## config.mk

```make
export PLATFORM = sky130hd
export DESIGN_NAME = adsr_envelope_generator_top
export DESIGN_NICKNAME = d
export VERILOG_FILES = /design/src/rtl/core/adsr_pkg.sv /design/src/rtl/core/adsr_cfg.sv /design/src/rtl/core/adsr_muldiv.sv /design/src/rtl/core/adsr_envelope_generator_top.sv
export SDC_FILE = /design/constraint.sdc
export NUM_CORES = 1
export LEC_CHECK = 0
export ABC_AREA = 0
export BUFFER_PORTS_ARGS = -buffer_cell sky130_fd_sc_hd__buf_2
export CAP_MARGIN = 10
export CORE_MARGIN = 10
export CORE_UTILIZATION = 59
export CTS_BUF_LIST = sky130_fd_sc_hd__clkbuf_4
export CTS_CLUSTER_SIZE = 28
export DETAILED_ROUTE_END_ITERATION = 8
export PLACE_DENSITY = 0.79
export SLEW_MARGIN = 20
export SYNTH_ARGS = -nofsm -noshare
export SYNTH_HDL_FRONTEND = slang
export SYNTH_SLANG_ARGS = --single-unit
```

## constraint.sdc

```tcl
create_clock -name clk_i -period 3.6 [get_ports clk_i]
set_clock_uncertainty 0.1 [all_clocks]
set_input_delay 0.36 -clock clk_i [delete_from_list [all_inputs] [get_ports clk_i]]
set_output_delay 0.36 -clock clk_i [all_outputs]
set_load 0.05 [all_outputs]
```

## src/rtl/core/adsr_pkg.sv

```systemverilog
// Shared types and constants of the ADSR envelope generator.
package adsr_pkg;

  // Register field widths
  localparam int CntW      = 24;
  localparam int SusW      = 16;
  localparam int CfgDataW  = 24;
  localparam int CfgIdxW   = 2;
  localparam int ActW      = 2;
  localparam int TimeInW   = 32;
  localparam int LevelOutW = 16;

  // Register indexes
  localparam logic [CfgIdxW-1:0] CfgIdxAttack  = 2'd0;
  localparam logic [CfgIdxW-1:0] CfgIdxDecay   = 2'd1;
  localparam logic [CfgIdxW-1:0] CfgIdxSustain = 2'd2;
  localparam logic [CfgIdxW-1:0] CfgIdxRelease = 2'd3;

  // Register reset values
  localparam logic [CntW-1:0] AttackRst  = 24'd480;
  localparam logic [CntW-1:0] DecayRst   = 24'd4800;
  localparam logic [SusW-1:0] SustainRst = 16'd49152;
  localparam logic [CntW-1:0] ReleaseRst = 24'd9600;

  // Action codes; any other code is a plain sample
  localparam logic [ActW-1:0] ActKeyOn  = 2'd1;
  localparam logic [ActW-1:0] ActKeyOff = 2'd2;

  typedef struct packed {
    logic [CntW-1:0] attack;
    logic [CntW-1:0] decay;
    logic [SusW-1:0] sustain;
    logic [CntW-1:0] release_t;
  } cfg_t;

endpackage

```

## src/rtl/core/adsr_cfg.sv

```systemverilog
// Configuration registers of the ADSR envelope generator.
module adsr_cfg import adsr_pkg::*; (
  input  logic                clk_i,
  input  logic                rst_ni,
  input  logic                cfg_we_i,
  input  logic [CfgIdxW-1:0]  cfg_idx_i,
  input  logic [CfgDataW-1:0] cfg_data_i,
  output cfg_t                cfg_o
);

  cfg_t cfg_q;

  // Register writes by index
  always_ff @(posedge clk_i or negedge rst_ni) begin
    if (!rst_ni) begin
      cfg_q.attack    <= AttackRst;
      cfg_q.decay     <= DecayRst;
      cfg_q.sustain   <= SustainRst;
      cfg_q.release_t <= ReleaseRst;
    end else if (cfg_we_i) begin
      case (cfg_idx_i)
        CfgIdxAttack:  cfg_q.attack    <= cfg_data_i;
        CfgIdxDecay:   cfg_q.decay     <= cfg_data_i;
        CfgIdxSustain: cfg_q.sustain   <= cfg_data_i[SusW-1:0];
        CfgIdxRelease: cfg_q.release_t <= cfg_data_i;
        default: ;
      endcase
    end
  end

  assign cfg_o = cfg_q;

endmodule

```

## src/rtl/core/adsr_muldiv.sv

```systemverilog
// Bit-serial multiply then restoring divide: q = x * y / d, with x <= d.
module adsr_muldiv import adsr_pkg::*; #(
  parameter int LEVEL_BITS = 16
) (
  input  logic                  clk_i,
  input  logic                  rst_ni,
  input  logic                  start_i,
  input  logic [CntW-1:0]       x_i,
  input  logic [LEVEL_BITS-1:0] y_i,
  input  logic [CntW-1:0]       d_i,
  output logic                  done_o,
  output logic [LEVEL_BITS-1:0] q_o
);

  localparam int PW       = CntW + LEVEL_BITS;
  localparam int MaxSteps = (CntW > LEVEL_BITS) ? CntW : LEVEL_BITS;
  localparam int CW       = $clog2(MaxSteps);

  typedef enum logic [1:0] {MdIdle, MdMul, MdDiv} md_state_e;

  md_state_e             state_q;
  logic [CW-1:0]         cnt_q;
  logic                  done_q;
  logic [PW-1:0]         prod_q;
  logic [LEVEL_BITS-1:0] y_q;
  logic [CntW-1:0]       d_q;

  logic [LEVEL_BITS:0]   sum;
  logic [CntW:0]         trial;
  logic                  ge;
  logic [CntW:0]         rem;

  // Multiply step: LSB first, add y into the high part and shift right.
  // Divide step: bring down one dividend bit, subtract d when it fits.
  always_comb begin
    sum   = {1'b0, prod_q[PW-1:CntW]} + (prod_q[0] ? {1'b0, y_q} : '0);
    trial = {prod_q[PW-1:LEVEL_BITS], prod_q[LEVEL_BITS-1]};
    ge    = trial >= {1'b0, d_q};
    rem   = ge ? (trial - {1'b0, d_q}) : trial;
  end

  // Sequencer
  always_ff @(posedge clk_i or negedge rst_ni) begin
    if (!rst_ni) begin
      state_q <= MdIdle;
      cnt_q   <= '0;
      done_q  <= 1'b0;
    end else begin
      done_q <= 1'b0;
      case (state_q)
        MdIdle: begin
          if (start_i) begin
            cnt_q   <= '0;
            state_q <= MdMul;
          end
        end
        MdMul: begin
          if (cnt_q == CW'(CntW - 1)) begin
            cnt_q   <= '0;
            state_q <= MdDiv;
          end else begin
            cnt_q <= cnt_q + 1'b1;
          end
        end
        MdDiv: begin
          if (cnt_q == CW'(LEVEL_BITS - 1)) begin
            done_q  <= 1'b1;
            state_q <= MdIdle;
          end else begin
            cnt_q <= cnt_q + 1'b1;
          end
        end
        default: state_q <= MdIdle;
      endcase
    end
  end

  // Datapath: product, then remainder and quotient share one register
  always_ff @(posedge clk_i) begin
    case (state_q)
      MdIdle: begin
        if (start_i) begin
          prod_q <= {{LEVEL_BITS{1'b0}}, x_i};
          y_q    <= y_i;
          d_q    <= d_i;
        end
      end
      MdMul:   prod_q <= {sum, prod_q[CntW-1:1]};
      MdDiv:   prod_q <= {rem[CntW-1:0], prod_q[LEVEL_BITS-2:0], ge};
      default: ;
    endcase
  end

  assign done_o = done_q;
  assign q_o    = prod_q[LEVEL_BITS-1:0];

endmodule

```

## src/rtl/core/adsr_envelope_generator_top.sv

```systemverilog
// A ramp request runs the serial unit's 24 multiply and LEVEL_BITS divide steps;
// a request with a flat level skips the serial unit.
// Throughput: one request at a time; the result sits in an output register, so
// the next request is taken while it waits. The serial multiply-divide sets the rate.
// Reset: async active low; envelope idle at level 0, registers at defaults.
module adsr_envelope_generator_top import adsr_pkg::*; #(
  parameter int TIME_BITS  = 32,
  parameter int LEVEL_BITS = 16
) (
  input  logic                 clk_i,
  input  logic                 rst_ni,
  input  logic                 cfg_we_i,
  input  logic [CfgIdxW-1:0]   cfg_idx_i,
  input  logic [CfgDataW-1:0]  cfg_data_i,
  input  logic                 in_valid_i,
  output logic                 in_stall_o,
  input  logic [ActW-1:0]      action_i,
  input  logic [TimeInW-1:0]   time_now_i,
  output logic                 out_valid_o,
  input  logic                 out_stall_i,
  output logic [LevelOutW-1:0] level_o,
  output logic                 active_o
);

  localparam int CmpW = (TIME_BITS > CntW) ? TIME_BITS : CntW;
  localparam logic [LEVEL_BITS-1:0] Full = '1;

  typedef enum logic [2:0] {StIdle, StElap, StCmp, StSel, StCalc, StDone} state_e;

  cfg_t                  cfg;
  state_e                state_q;

  logic [ActW-1:0]       act_q;
  logic [TIME_BITS-1:0]  now_q;
  logic [TIME_BITS-1:0]  e_q;
  logic [CmpW-1:0]       ed_q;
  logic                  a_hit_q;
  logic                  r_hit_q;
  logic                  kill_q;
  logic                  sub_q;
  logic [LEVEL_BITS-1:0] base_q;
  logic [LEVEL_BITS-1:0] res_q;

  logic [TIME_BITS-1:0]  seg_begin_q;
  logic [LEVEL_BITS-1:0] att_start_q;
  logic [LEVEL_BITS-1:0] last_q;
  logic                  key_held_q;
  logic                  sounding_q;

  logic                  out_valid_q;
  logic [LevelOutW-1:0]  level_q;
  logic                  active_q;

  logic                  md_start_q;
  logic [CntW-1:0]       md_x_q;
  logic [LEVEL_BITS-1:0] md_y_q;
  logic [CntW-1:0]       md_d_q;
  logic                  md_done;
  logic [LEVEL_BITS-1:0] md_q;

  logic                  in_accept;
  logic                  out_free;
  logic [CmpW-1:0]       e_w;
  logic [LEVEL_BITS-1:0] sus_cap;
  logic                  key_on;

  adsr_cfg u_cfg (
    .clk_i      (clk_i),
    .rst_ni     (rst_ni),
    .cfg_we_i   (cfg_we_i),
    .cfg_idx_i  (cfg_idx_i),
    .cfg_data_i (cfg_data_i),
    .cfg_o      (cfg)
  );

  adsr_muldiv #(
    .LEVEL_BITS (LEVEL_BITS)
  ) u_muldiv (
    .clk_i   (clk_i),
    .rst_ni  (rst_ni),
    .start_i (md_start_q),
    .x_i     (md_x_q),
    .y_i     (md_y_q),
    .d_i     (md_d_q),
    .done_o  (md_done),
    .q_o     (md_q)
  );

  // Handshake and helpers
  always_comb begin
    in_accept = in_valid_i && (state_q == StIdle);
    out_free  = !out_valid_q || !out_stall_i;
    e_w       = CmpW'(e_q);
    key_on    = (act_q == ActKeyOn);
    if ((LEVEL_BITS < SusW) && ((cfg.sustain >> LEVEL_BITS) != '0)) begin
      sus_cap = Full;
    end else begin
      sus_cap = LEVEL_BITS'(cfg.sustain);
    end
  end

  // Control sequencer, envelope state and output register
  always_ff @(posedge clk_i or negedge rst_ni) begin
    if (!rst_ni) begin
      state_q     <= StIdle;
      seg_begin_q <= '0;
      att_start_q <= '0;
      last_q      <= '0;
      key_held_q  <= 1'b0;
      sounding_q  <= 1'b0;
      out_valid_q <= 1'b0;
      level_q     <= '0;
      active_q    <= 1'b0;
      md_start_q  <= 1'b0;
    end else begin
      md_start_q <= 1'b0;
      if (out_valid_q && !out_stall_i) begin
        out_valid_q <= 1'b0;
      end
      case (state_q)
        StIdle: begin
          if (in_accept) begin
            // Key off opens the release before evaluation
            if (action_i == ActKeyOff) begin
              seg_begin_q <= TIME_BITS'(time_now_i);
              key_held_q  <= 1'b0;
            end
            state_q <= StElap;
          end
        end
        StElap:  state_q <= StCmp;
        StCmp:   state_q <= StSel;
        StSel: begin
          if (key_held_q) begin
            if (a_hit_q || ((cfg.decay != '0) && (ed_q < CmpW'(cfg.decay)))) begin
              md_start_q <= 1'b1;
              state_q    <= StCalc;
            end else begin
              state_q <= StDone;
            end
          end else if (r_hit_q) begin
            md_start_q <= 1'b1;
            state_q    <= StCalc;
          end else begin
            state_q <= StDone;
          end
        end
        StCalc: begin
          if (md_done) begin
            state_q <= StDone;
          end
        end
        StDone: begin
          if (out_free) begin
            out_valid_q <= 1'b1;
            level_q     <= LevelOutW'(res_q);
            active_q    <= key_on ? 1'b1 : (kill_q ? 1'b0 : sounding_q);
            if (key_held_q) begin
              last_q <= res_q;
            end else if (kill_q) begin
              last_q     <= '0;
              sounding_q <= 1'b0;
            end
            if (key_on) begin
              att_start_q <= res_q;
              seg_begin_q <= now_q;
              key_held_q  <= 1'b1;
              sounding_q  <= 1'b1;
            end
            state_q <= StIdle;
          end
        end
        default: state_q <= StIdle;
      endcase
    end
  end

  // Request datapath: elapsed time, segment pick, operands and result
  always_ff @(posedge clk_i) begin
    case (state_q)
      StIdle: begin
        if (in_accept) begin
          act_q <= action_i;
          now_q <= TIME_BITS'(time_now_i);
        end
      end
      StElap: e_q <= now_q - seg_begin_q;
      StCmp: begin
        a_hit_q <= (cfg.attack != '0) && (e_w <= CmpW'(cfg.attack));
        r_hit_q <= (cfg.release_t != '0) && (e_w < CmpW'(cfg.release_t));
        ed_q    <= e_w - CmpW'(cfg.attack);
      end
      StSel: begin
        kill_q <= 1'b0;
        if (key_held_q) begin
          if (a_hit_q) begin
            // Attack: rise from start level toward full scale
            md_x_q <= e_w[CntW-1:0];
            md_y_q <= Full - att_start_q;
            md_d_q <= cfg.attack;
            base_q <= att_start_q;
            sub_q  <= 1'b0;
          end else begin
            // Decay: fall from full scale toward sustain
            md_x_q <= ed_q[CntW-1:0];
            md_y_q <= Full - sus_cap;
            md_d_q <= cfg.decay;
            base_q <= Full;
            sub_q  <= 1'b1;
          end
          res_q <= sus_cap;
        end else begin
          // Release: fall from stored level to zero
          md_x_q <= e_w[CntW-1:0];
          md_y_q <= last_q;
          md_d_q <= cfg.release_t;
          base_q <= last_q;
          sub_q  <= 1'b1;
          res_q  <= '0;
          kill_q <= !r_hit_q;
        end
      end
      StCalc: begin
        if (md_done) begin
          res_q <= sub_q ? (base_q - md_q) : (base_q + md_q);
        end
      end
      default: ;
    endcase
  end

  assign in_stall_o  = (state_q != StIdle);
  assign out_valid_o = out_valid_q;
  assign level_o     = level_q;
  assign active_o    = active_q;

endmodule

```

==> summary.md <==
| Metric | Value |
|---|---|
| Flops & latches, synth | 462 |
| Worst-margin pin slew | 0.890 ns |
| Cts bufs inserted | 115 |
| Largest net degree at the start of global routing | 95 |
| Routed wire length | 64,100 microns |
| Fraction of layout cells with a size suffix above 1 | 0.197 |
| RSZ-0062 raised after global routing | yes |
| Top Ports | 84 |
| Worst VDD drop | 0.722 mV |
| Placed cells | 2,866 |
| Avg Cell Area, Syn | 11.2 sq um |
| Clock buffer depth | 3 |
| Post-synth EDFFs | 278 |
| Sink Count | 462 |
| Core ar. | 42,200 sq um |
| Syn_nets | 2,501 |
| Starting DRT DRC Count | 1,487 |
| Hold Crit Class | input pin to flop |
| Die Width | 227 microns |
| Design area | 29,000 sq um |
| Reg area | 13,000 sq um |
| Final Max Slew Viols | 0 |
| Mapped Cells | 2,268 |
| Area occupied by multi-input gates | 11,600 sq um |
| Startpoint types | flop |
| Pwr dens | 930 nW/um^2 |
| Area grow syn2layout | 14.4% |
| Top post-synthesis cells by area | edfxtp_1 (33%), dfrtp_1 (17%), ha_1 (8.1%), mux2_2 (5.5%), a21oi_1 (3.7%) |
| Status | completed |
| Final hold vios | 0 |
| Max Cap Viol | 0 |
| Static leakage | 0.0126 uW |
| DP Area | 26,600 sq um |
| Crit-path max FO | 3 |
| Setup CP Type | flop to flop |
| CTS tree | done |
| Synth top area share | 0.330 |
| Post-synthesis sequential area ratio | 0.512 |
| Via/cell ratio | 6.00 |
| Cell taking the most area after synthesis | edfxtp_1 |
| CTS H-tree depth | 3 |
| Worst Path Arrival | 4.09 ns |
| Residual DRC | 0 |
| Worst path slowest cell | or4_4 |
| Final ANT Viol Nets | 0 |
| Pre-Repair DR Iteration Count | 6 |
| Initial antenna violation count | 2 |
| Final min period | 3.60 ns |
| Fin crit share | 1.00 |
| Non-Filler Instances | 3,159 |
| Top_reg_cell synth | edfxtp_1 |
| CP peak stage delay | 0.51 ns |
| First-pass GRT wire length | 100,000 microns |
| Slew HR | 0.406 |
| Clock latency on the worst-skew pair | 0.90 ns |
| Gpl congestion | 0.950 |
| Tot Pwr | 26,900 uW |
| Die H | 227 microns |
| # rows | 75 |
| Initial Utilization | 0.600 |
| GR Overflow Total | 0 |
| Hpwl dp | 46,000 microns |
| CTS Root Cell | clkbuf_4 |
| Synth warn | 0 |
| Clock slew at reported path FFs | 0.07 ns |
| Cell variety after synth | 84 |
| Wire per inst | 20.3 microns |
| Asr flop ratio synth | 0.398 |
| Die area | 51,600 sq um |
| Final nets | 2,753 |
| Synthesized area | 25,300 sq um |
| Fmax | 278 MHz |
| CP Cell Sequence | inv_1, ha_2, nand2b_1, or4_4, nor2b_4, xnor2_2, ha_1, or2_4, a21oi_4, o31ai_4, or4_1, a31oi_1, xor2_1, o21ai_1 |
| Number of port buffers | 83 |
| Worst setup EP type | flop |
| Routed via count | 19.0k |
| Critical Path RT | 4.09 ns |
| Global-route usage over all layers | 0.247 |
| Via count of the first global-routing pass | 19.0k |
| Final count of negative-setup-slack endpoints | 0 |
| Fill cells | 3,042 |
-- placed cells by master, fill, tap and decap left out, drive strengths merged, types with 115 or more instances in the layout --
cell    netlist  routed
clkbuf       53     171
a21oi       188     188
inv         178     180
buf          22     136
mux2        124     124
o21ai       115     115
edfxtp      278     278
ha          163     163
nor2        155     155
dfrtp       170     170
nand2       135     135
-- power by group --
group | total, uW | internal [uW] | switching (uW)
clock | 4350 | 2180 | 2180
sequential | 9700 | 8260 | 1440
combinational | 12900 | 5410 | 7470
total | 26900 | 15800 | 11100
-- cells in the mapped netlist, types with 29 or more instances --
library cell / count
edfxtp_1: 278
a21oi_1: 187
inv_1: 178
dfrtp_1: 170
ha_1: 163
nor2_1: 155
nand2_1: 132
mux2_2: 124
o21ai_0: 110
mux2i_1: 86
xnor2_1: 75
clkbuf_1: 52
nand3_1: 44
a21o_1: 43
xor2_1: 38
nor3_1: 32
nor4_1: 29
-- path summary, 6_finish.rpt --
check	startpoint	endpoint	slack, ns	cells after the start
worst max-delay path	u_muldiv.prod_q[1]	res_q[14]	0.001	14
worst min-delay path	cfg_idx_i[1]	u_cfg.cfg_o[66]	0.06	4
worst max register to register	u_muldiv.prod_q[1]	res_q[14]	0.001	14
worst min register to register	md_d_q[10]	u_muldiv.d_q[10]	0.28	0
max in group asynchronous	rst_ni	seg_begin_q[1]	1.67	4
min in group asynchronous	rst_ni	seg_begin_q[4]	0.56	3
-- metrics by stage --
step                 util  setup WS (ns)  hold WS (ns)  setup TNS [ns]
global route        0.686         -0.123        0.0672          -0.134
CTS                 0.684        0.00358      0.000196               0
floorplan               -         0.0143       -0.0356               0
detailed placement  0.630         0.0220         0.305               0
global placement    0.630          0.143         0.304               0
finish              0.686        0.00137        0.0628               0
-- cell families after synthesis --
logic type / synth area share
AO/OA/AOI/OAI: 0.134
XOR/XNOR: 0.0391
adder cells (fa/ha/maj): 0.0845
buffers and inverters: 0.0382
flip-flops: 0.512
multiplexers: 0.0891
AND/OR/NAND/NOR: 0.103
-- layout make-up --
class	instances	share of cell area
sequential	462	0.448
clock buffer	170	0.0440
multi-input combinational	1553	0.400
clock inverter	45	0.00678
antenna	2	0.000173
timing repair buffer	210	0.0547
tap	539	0.0233
inverter	178	0.0231
-- critical path, delay by kind of cell, from the launching register on --
| family | cells | cell delay, ns |
|---|---|---|
| buffers and inverters | 1 | 0.08 |
| AO/OA/AOI/OAI | 4 | 0.53 |
| flip-flops | 1 | 0.39 |
| adder cells (fa/ha/maj) | 2 | 0.49 |
| XOR/XNOR | 2 | 0.28 |
| AND/OR/NAND/NOR | 5 | 1.43 |
-- routing by layer --
metal / vias up / GRT usage / share of wire
li1: 8874 / - / -
met1: 9222 / 0.316 / 0.41
met2: 738 / 0.410 / 0.49
met3: 125 / 0.0439 / 0.069
met4: 0 / 0.0982 / 0.031
met5: - / 0 / 0
-- repair_timing --
action                                  in CTS  in global routing
hold endpoints to repair                   270                  0
setup buffers                                1                  2
hold buffers                                73                  0
resized for setup                           12                 19
pin swaps                                    8                 14
endpoints found under the setup margin       1                  7
gates cloned                                 0                  0
-- sequential cells by signal, summed over array words and instances, names as in the netlist, 2 cells and up --
register	flops
act_q	2
att_start_q	16
base_q	16
e_q	32
ed_q	32
last_q	16
level_o	16
md_d_q	24
md_x_q	24
md_y_q	16
now_q	32
res_q	16
seg_begin_q	32
state_q	3
u_cfg.cfg_o	88
u_muldiv.cnt_q	5
u_muldiv.d_q	24
u_muldiv.prod_q	40
u_muldiv.state_q	2
u_muldiv.y_q	16
Note: power is estimated with default switching activity, not from simulation.
